[src/rtl/rhpm_pkg.sv]
package rhpm_pkg;

  localparam int OP_W   = 2;
  localparam int CHAR_W = 8;
  localparam int OUT_W  = 16;
  localparam int HASH_W = 64;

  typedef enum logic [OP_W-1:0] {
    OP_CLEAR = 2'd0,
    OP_PAT   = 2'd1,
    OP_TEXT  = 2'd2,
    OP_NONE  = 2'd3
  } op_t;

  // Multiply by the hash base 59 as 64 - 4 - 1.
  function automatic logic [HASH_W-1:0] mul_base(input logic [HASH_W-1:0] h);
    return (h << 6) - (h << 2) - h;
  endfunction

endpackage

[src/rtl/rhpm_if.sv]
interface rhpm_req_if;
  logic                          valid;
  logic                          ready;
  logic [rhpm_pkg::OP_W-1:0]     op;
  logic [rhpm_pkg::CHAR_W-1:0]   char_in;
  modport source (output valid, op, char_in, input ready);
  modport sink (input valid, op, char_in, output ready);
endinterface

interface rhpm_rsp_if;
  logic                          valid;
  logic                          ready;
  logic [rhpm_pkg::OUT_W-1:0]    start_pos;
  logic [rhpm_pkg::OUT_W-1:0]    end_pos;
  modport source (output valid, start_pos, end_pos, input ready);
  modport sink (input valid, start_pos, end_pos, output ready);
endinterface

[src/rtl/rhpm_ram.sv]
module rhpm_ram #(
  parameter int WIDTH = 8,
  parameter int DEPTH = 32
) (
  input  logic                                   clk,
  input  logic                                   we,
  input  logic [(DEPTH > 1 ? $clog2(DEPTH) : 1)-1:0] waddr,
  input  logic [WIDTH-1:0]                       wdata,
  input  logic [(DEPTH > 1 ? $clog2(DEPTH) : 1)-1:0] raddr,
  output logic [WIDTH-1:0]                       rdata
);
  logic [WIDTH-1:0] mem [DEPTH];

  // Write port and registered read port
  always_ff @(posedge clk) begin
    if (we) begin
      mem[waddr] <= wdata;
    end
    rdata <= mem[raddr];
  end
endmodule

[src/rtl/rolling_hash_pattern_matcher_top.sv]
// One request at a time. Clear and unused op: done in S_IDLE. Pattern byte:
// the window hash is rebuilt by Horner's rule, one window byte per cycle from the
// window memory. Text byte: S_T_MUL, S_T_SUB, S_T_ROLL, S_T_SHIFT, S_T_CHK (only the
// last two with an empty pattern); on a hash hit, the byte compare (one pattern and one
// window byte per cycle) and result load, plus any wait for a stalled result register.
// Reset (rst, synchronous): empty pattern, zero hashes, power one, window reads zero.
module rolling_hash_pattern_matcher_top #(
  parameter int MAX_PATTERN = 32,
  parameter int POS_WIDTH   = 16
) (
  input logic         clk,
  input logic         rst,
  rhpm_req_if.sink    req,
  rhpm_rsp_if.source  rsp
);
  localparam int AW    = (MAX_PATTERN > 1) ? $clog2(MAX_PATTERN) : 1;
  localparam int LEN_W = $clog2(MAX_PATTERN + 1);
  localparam int HW    = rhpm_pkg::HASH_W;
  localparam int CW    = rhpm_pkg::CHAR_W;

  typedef enum logic [3:0] {
    S_IDLE, S_H_RD, S_H_ACC, S_T_MUL, S_T_SUB, S_T_ROLL, S_T_SHIFT, S_T_CHK,
    S_C_RD, S_C_CMP, S_EMIT
  } state_t;

  state_t               state;
  logic [LEN_W-1:0]     plen;
  logic [HW-1:0]        phash, whash, lpow, prod, diff, hacc;
  logic [POS_WIDTH-1:0] tcount;
  logic [AW-1:0]        wp;
  logic [MAX_PATTERN-1:0] vld;
  logic                 rvld;
  logic [CW-1:0]        cbyte;
  logic [LEN_W-1:0]     idx;
  logic                 out_vld;
  logic [rhpm_pkg::OUT_W-1:0] out_start, out_end;

  logic [LEN_W-1:0] wlog;
  logic [AW:0]      wphys_w;
  logic [AW-1:0]    wraddr, praddr;
  logic [CW-1:0]    wrdata, prdata, wbyte;
  logic             pat_we;
  logic [HW-1:0]    hacc_next;
  logic [31:0]      start_w;

  assign req.ready = (state == S_IDLE);
  assign rsp.valid = out_vld;
  assign rsp.start_pos = out_start;
  assign rsp.end_pos = out_end;

  // Pick the logical window index (0 is newest) for the read issued this cycle
  always_comb begin
    case (state)
      S_IDLE:  wlog = plen - LEN_W'(1);
      S_H_RD:  wlog = idx;
      S_H_ACC: wlog = idx - LEN_W'(1);
      S_C_RD:  wlog = plen - LEN_W'(1) - idx;
      S_C_CMP: wlog = plen - LEN_W'(2) - idx;
      default: wlog = '0;
    endcase
  end

  // Map the logical index onto the circular buffer
  always_comb begin
    if ({1'b0, AW'(wlog)} < {1'b0, wp}) begin
      wphys_w = {1'b0, wp} - (AW+1)'(1) - {1'b0, AW'(wlog)};
    end else begin
      wphys_w = {1'b0, wp} + (AW+1)'(MAX_PATTERN - 1) - {1'b0, AW'(wlog)};
    end
    wraddr = AW'(wphys_w);
    praddr = (state == S_C_RD) ? AW'(idx) : AW'(idx + LEN_W'(1));
    pat_we = (state == S_IDLE) && req.valid && (req.op == rhpm_pkg::OP_PAT) &&
             (32'(plen) < MAX_PATTERN);
    wbyte = rvld ? wrdata : '0;
    hacc_next = rhpm_pkg::mul_base(hacc) + HW'(wbyte);
    start_w = 32'(tcount) - 32'(plen) + 32'd1;
  end

  rhpm_ram #(.WIDTH(CW), .DEPTH(MAX_PATTERN)) u_pat_ram (
    .clk(clk), .we(pat_we), .waddr(AW'(plen)), .wdata(req.char_in),
    .raddr(praddr), .rdata(prdata)
  );

  rhpm_ram #(.WIDTH(CW), .DEPTH(MAX_PATTERN)) u_win_ram (
    .clk(clk), .we(state == S_T_SHIFT), .waddr(wp), .wdata(cbyte),
    .raddr(wraddr), .rdata(wrdata)
  );

  // Sequencer, hash state and result register
  always_ff @(posedge clk) begin
    if (rst) begin
      state   <= S_IDLE;
      plen    <= '0;
      phash   <= '0;
      whash   <= '0;
      lpow    <= HW'(1);
      tcount  <= '0;
      wp      <= '0;
      vld     <= '0;
      out_vld <= 1'b0;
    end else begin
      rvld <= vld[wraddr];
      // Drop a taken result unless a new one is loaded this cycle
      if (out_vld && rsp.ready && state != S_EMIT) begin
        out_vld <= 1'b0;
      end
      case (state)
        S_IDLE: begin
          cbyte <= req.char_in;
          if (req.valid) begin
            case (req.op)
              rhpm_pkg::OP_CLEAR: begin
                plen   <= '0;
                phash  <= '0;
                whash  <= '0;
                lpow   <= HW'(1);
                tcount <= '0;
                wp     <= '0;
                vld    <= '0;
              end
              rhpm_pkg::OP_PAT: begin
                if (pat_we) begin
                  phash <= rhpm_pkg::mul_base(phash) + HW'(req.char_in);
                  if (plen != '0) begin
                    lpow <= rhpm_pkg::mul_base(lpow);
                  end
                  plen  <= plen + LEN_W'(1);
                  idx   <= plen;
                  hacc  <= '0;
                  state <= S_H_RD;
                end
              end
              rhpm_pkg::OP_TEXT: begin
                state <= (plen != '0) ? S_T_MUL : S_T_SHIFT;
              end
              default: ;
            endcase
          end
        end
        S_H_RD: state <= S_H_ACC;
        S_H_ACC: begin
          hacc <= hacc_next;
          if (idx == '0) begin
            whash <= hacc_next;
            state <= S_IDLE;
          end else begin
            idx <= idx - LEN_W'(1);
          end
        end
        S_T_MUL: begin
          prod  <= HW'(wbyte) * lpow;
          state <= S_T_SUB;
        end
        S_T_SUB: begin
          diff  <= whash - prod;
          state <= S_T_ROLL;
        end
        S_T_ROLL: begin
          whash <= rhpm_pkg::mul_base(diff) + HW'(cbyte);
          state <= S_T_SHIFT;
        end
        S_T_SHIFT: begin
          vld[wp] <= 1'b1;
          wp <= (32'(wp) == MAX_PATTERN - 1) ? '0 : wp + AW'(1);
          if (tcount != '1) begin
            tcount <= tcount + POS_WIDTH'(1);
          end
          state <= S_T_CHK;
        end
        S_T_CHK: begin
          idx <= '0;
          if (plen != '0 && 32'(tcount) >= 32'(plen) && whash == phash) begin
            state <= S_C_RD;
          end else begin
            state <= S_IDLE;
          end
        end
        S_C_RD: state <= S_C_CMP;
        S_C_CMP: begin
          if (prdata != wrdata) begin
            state <= S_IDLE;
          end else if (idx == plen - LEN_W'(1)) begin
            state <= S_EMIT;
          end else begin
            idx <= idx + LEN_W'(1);
          end
        end
        S_EMIT: begin
          // Hold until the result register is free
          if (!out_vld || rsp.ready) begin
            out_vld   <= 1'b1;
            out_start <= start_w[rhpm_pkg::OUT_W-1:0];
            out_end   <= rhpm_pkg::OUT_W'(tcount);
            state     <= S_IDLE;
          end
        end
        default: state <= S_IDLE;
      endcase
    end
  end
endmodule

[src/flat_wrapper.sv]
// flat-port wrapper written by rule: the top's interface ports become plain ports
module rolling_hash_pattern_matcher_top_flat 
#(
  parameter int MAX_PATTERN = 32,
  parameter int POS_WIDTH   = 16
)
  (clk, rst, req_valid, req_op, req_char_in, req_ready, rsp_valid, rsp_start_pos, rsp_end_pos, rsp_ready);
  rhpm_req_if req_i ();
  rhpm_rsp_if rsp_i ();
  input logic clk;
  input logic rst;
  input wire logic [$bits(req_i.valid)-1:0] req_valid;
  input wire logic [$bits(req_i.op)-1:0] req_op;
  input wire logic [$bits(req_i.char_in)-1:0] req_char_in;
  output wire logic [$bits(req_i.ready)-1:0] req_ready;
  output wire logic [$bits(rsp_i.valid)-1:0] rsp_valid;
  output wire logic [$bits(rsp_i.start_pos)-1:0] rsp_start_pos;
  output wire logic [$bits(rsp_i.end_pos)-1:0] rsp_end_pos;
  input wire logic [$bits(rsp_i.ready)-1:0] rsp_ready;
  assign req_i.valid = req_valid;
  assign req_i.op = req_op;
  assign req_i.char_in = req_char_in;
  assign req_ready = req_i.ready;
  assign rsp_valid = rsp_i.valid;
  assign rsp_start_pos = rsp_i.start_pos;
  assign rsp_end_pos = rsp_i.end_pos;
  assign rsp_i.ready = rsp_ready;
  rolling_hash_pattern_matcher_top #(.MAX_PATTERN(MAX_PATTERN), .POS_WIDTH(POS_WIDTH)) u_core (.clk(clk), .rst(rst), .req(req_i), .rsp(rsp_i));
endmodule
[config.mk]
export PLATFORM = sky130hd
export DESIGN_NAME = rolling_hash_pattern_matcher_top_flat
export DESIGN_NICKNAME = d
export VERILOG_FILES = /design/src/rtl/rhpm_pkg.sv /design/src/rtl/rhpm_if.sv /design/src/rtl/rhpm_ram.sv /design/src/rtl/rolling_hash_pattern_matcher_top.sv /design/src/flat_wrapper.sv
export SDC_FILE = /design/constraint.sdc
export NUM_CORES = 2
export LEC_CHECK = 0
export BUFFER_PORTS_ARGS = -buffer_cell sky130_fd_sc_hd__buf_4
export CAP_MARGIN = 10
export CELL_PAD_IN_SITES_DETAIL_PLACEMENT = 0
export CELL_PAD_IN_SITES_GLOBAL_PLACEMENT = 1
export CORE_UTILIZATION = 48
export DETAILED_ROUTE_END_ITERATION = 10
export PLACE_DENSITY_LB_ADDON = 0.1
export SLEW_MARGIN = 20
export SYNTH_ARGS = -nofsm -noshare
export SYNTH_HDL_FRONTEND = slang
export SYNTH_SLANG_ARGS = --single-unit
[constraint.sdc]
create_clock -name clk -period 13.2 [get_ports clk]
set_clock_uncertainty 0.2 [all_clocks]
set_input_delay 0.66 -clock clk [delete_from_list [all_inputs] [get_ports clk]]
set_output_delay 0.66 -clock clk [all_outputs]
set_load 0.02 [all_outputs]
==> impl_metrics.csv <==
group,metric,value,unit
logic_synthesis,synth_nets,8843,
logic_synthesis,synth.distinct_cells,95,
cells_and_area,fin_cells,9778,
setup_path,r2r_slack,5420,ps
run,max-cap-violations,0,
pwr,clockPowerShare,0.160,
setup_path,crit_required,13460,ps
min_path,whs_path_depth,2,
timing,drv_slew,0,
detailed_routing,firstDrtPassIters,9,
cts,root_buffer,"clkbuf_16",
logic_synthesis,ys_seq_area_frac,0.3511,
pwr,switching_power,9.244,mW
detailed_routing,wl_met2,102000,um
global_routing,grt_max_degree,67,
pwr,peakVddDrop,0.2342,mV
logic_synthesis,synth_cells,7594,
floorplan,core_area,165000,um2
timing,finalCritPeriodShare,0.5892,
timing,rsz0062_at_grt,"false",
global_routing,antenna_found_initial,6,
cells_and_area,layout.nets,8743,
setup_path,cp_slowest_cell,"a2111oi_0",
detailed_routing,drc,32,
detailed_routing,wl_per_cell,23.23,um
floorplan,rows,149,
floorplan,start_util,0.4834,
pwr,cell_internal_pwr,10.39,mW
setup_path,critical_path.max_stage_delay,640,ps
pwr,power.leakage,35.50,nW
timing,min_period,7778,ps
logic_synthesis,ys_ff_latch,1023,
min_path,min_path_type,"input pin to flop",
setup_path,path_depth,22,
detailed_routing,finalWirelength,227100,um
timing,holdWs,146.5,ps
setup_path,crit_buf_inv,4,
cells_and_area,drive_above_1_share,0.07275,
setup_path,r2r-end,"u_core.prod[62]",
setup_path,crit_path_end_kind,"flop",
cts,cts_sinks,1023,
pwr,swShare,0.4708,
detailed_routing,met1_length,104900,um
detailed_routing,top_layer,"met5",
setup_path,critPathLaunchType,"flop",
timing,fmax,128.6,MHz
timing,tightest_slew,1022,ps
logic_synthesis,synthFlopType,"edfxtp_1",
global_routing,grt_pass1_vias,58360,
logic_synthesis,ys_warn_count,0,
detailed_routing,ant_nets,0,
pwr,seqPwrFrac,0.214,
setup_path,cp_max_fo,35,
logic_synthesis,synth_edf_count,751,
setup_path,crit_family,"adder cells",
cts,postCtsSetupBuffers,0,
floorplan,ios,48,
cts,cts_buffer_depth,3,
placed_design,numPlacedInstances,9571,
setup_path,startpoint,"u_core.rvld",
setup_path,crit_chain,"and2_1 > inv_2 > buf_4 > nor2_1 > fa_1 > fa_1 > fa_1 > inv_1 > fa_1 > inv_1 > ha_1 > a21oi_1 > o21ai_0 > nand3_1 > a2111oi_0 > a311o_1 > nor3_1 > o31ai_1 > nand3_1 > o21bai_1 > a221oi_1 > xnor2_1",
timing,setup_tns,0,ps
cts,cts.clk_slew.worst_paths,60,ps
detailed_routing,vias_per_cell,5.849,
pwr,p_total,19.63,mW
pwr,comb_power_share,0.626,
pwr,power_density,228.5,nW/um2
cts,numCtsBuffers,110,
placed_design,dp_hpwl,178000,um
setup_path,crit_type,"flop to flop",
setup_path,cp-endpoint,"u_core.prod[62]",
logic_synthesis,async_reset_ff_frac,0,
outcome,status,"finished with violations",
logic_synthesis,synth_area_per_cell,10.50,um2
cts,ctsHoldBuffers,0,
global_routing,gr-total-overflow,0,
setup_path,reg2reg_depth,22,
floorplan,fp.dieH,409.6,um
cts,cts_tree,"done",
floorplan,die_w,409.6,um
placed_design,gp_congestion,0.9571,
logic_synthesis,syn-cell-area,79750,um2
timing,setup_viol,0,
detailed_routing,drtIter0Drc,4673,
cts,cts-resized-gates,0,
cts,htreeDepth,3,
global_routing,grt_first_pass_wirelength,351700,um
cells_and_area,syn_to_final_growth,7.764,%
timing,relSlewSlack,0.3009,
outcome,failed_checks,"design-rule violations",
detailed_routing,met3_length,14050,um
global_routing,track_usage,0.2717,
detailed_routing,via_count,57190,
placed_design,io_buffer_count,47,
floorplan,design.die.area,167800,um2
setup_path,r2r-start,"u_core.rvld",
timing,hold_viol_final,0,
setup_path,cp.arrival,8030,ps
setup_path,path_common_cell,"fa_1",
cts,clk_latency,780,ps
==> synthesized netlist by cell type, drive strengths merged (45+ instances only) <==
master | number | share of area
and3 | 51 | 0.0040
nor2b | 54 | 0.0042
mux4 | 170 | 0.048
inv | 707 | 0.033
xor2 | 196 | 0.022
o21a | 48 | 0.0045
nand2 | 417 | 0.020
fa | 607 | 0.15
nor3 | 91 | 0.0058
xnor2 | 294 | 0.032
a21oi | 544 | 0.034
a211oi | 45 | 0.0042
a22oi | 66 | 0.0062
edfxtp | 751 | 0.28
nand4 | 116 | 0.0091
o21bai | 84 | 0.0079
clkbuf | 301 | 0.014
nor2 | 873 | 0.041
a21o | 224 | 0.021
dfxtp | 272 | 0.068
a31oi | 50 | 0.0040
nand3 | 114 | 0.0072
o21ai | 326 | 0.021
ha | 628 | 0.099
==> per-stage QoR <==
stage          setup WS, ps  utilization  cell area [um2]
5_1_grt                5117       0.5209            85940
4_1_cts                5464       0.5209            85940
6_report               5422       0.5209            85940
3_5_place_dp           5550       0.4986            82260
3_3_place_gp           5663       0.4985            82240
2_1_floorplan         910.7            -            79750
==> power by group through the flow <==
stage / logic (mW) / registers [mW] / clock network, mW
6_report: 12.3 / 4.20 / 3.14
2_1_floorplan: 8.76 / 4.11 / 0
4_1_cts: 12.2 / 4.19 / 3.21
3_3_place_gp: 12.2 / 4.26 / 0
3_5_place_dp: 12.1 / 4.26 / 0
5_1_grt: 13.5 / 4.23 / 3.32
==> worst min-delay path by stage <==
stage | from | to | slack [ps]
after floorplan | u_core.vld[0] | u_core.vld[0] | 230
after global placement | u_core.vld[20] | u_core.vld[20] | 240
after detailed placement | u_core.vld[15] | u_core.vld[15] | 250
after CTS | rst | u_core.whash[26] | 90
after global routing | req_char_in[0] | u_core.u_pat_ram.mem[15][0] | 130
final | rst | u_core.whash[30] | 150
==> layout by cell type (no fill, tap or decap), drive strengths merged, types with 224 or more instances in the layout <==
cell type	n
a21o	224
a21oi	544
dfxtp	272
edfxtp	751
fa	607
ha	628
inv	719
nand2	417
nor2	873
o21ai	326
xnor2	294
==> metal layers <==
metal | global-route usage | up-vias
li1 | - | 26650
met1 | 0.3939 | 28640
met2 | 0.4245 | 1608
met3 | 0.03809 | 288
met4 | 0.07630 | 6
met5 | 0 | -
==> area by class of cell <==
class	instances	area (um2)
diodes	1	2.502
clock buffers	143	3003
clock inverters	63	674.4
fillers	15000	79050
inverters	742	2785
multi-input cells	5505	47900
flip-flops and latches	1023	28000
well taps	2189	2739
repair buffers	112	840.8
==> cells by family (layout without fill, tap and decap cells) <==
kind of cell	count (synthesis)	count (layout)	share of synthesized area
AOI/OAI and AO/OA	1679	1679	0.1347
adders and majority gates	1235	1235	0.2509
xor gates and xnor gates	490	490	0.05381
buffers and inverters	1066	1060	0.05031
and+or+nand+nor	1901	1901	0.1072
muxes	200	200	0.05209
DFF	1023	1023	0.3511
other	0	1	0
==> sequential cells by signal (all words and copies together), names as in the netlist, 4 cells and up <==
| register | count |
|---|---|
| u_core.wp | 5 |
| u_core.plen | 6 |
| u_core.u_pat_ram.rdata | 8 |
| u_core.diff | 64 |
| u_core.whash | 64 |
| u_core.rsp.end_pos | 16 |
| u_core.phash | 64 |
| u_core.tcount | 16 |
| u_core.state | 4 |
| u_core.u_pat_ram.mem | 256 |
| u_core.rsp.start_pos | 16 |
| u_core.u_win_ram.mem | 256 |
| u_core.vld | 32 |
| u_core.idx | 6 |
| u_core.prod | 64 |
| u_core.lpow | 64 |
| u_core.u_win_ram.rdata | 8 |
| u_core.hacc | 64 |
| u_core.cbyte | 8 |
==> worst reg2reg max path: cells and delay by family, from the launching register on <==
| kind | cells | cell delay, ps |
|---|---|---|
| AO/OA/AOI/OAI | 7 | 2260 |
| XOR/XNOR | 1 | 150 |
| adder cells (fa/ha/maj) | 5 | 2340 |
| buffers and inverters | 4 | 950 |
| flip-flops | 1 | 620 |
| AND/OR/NAND/NOR | 5 | 940 |
(Power assumes the default switching activity.)
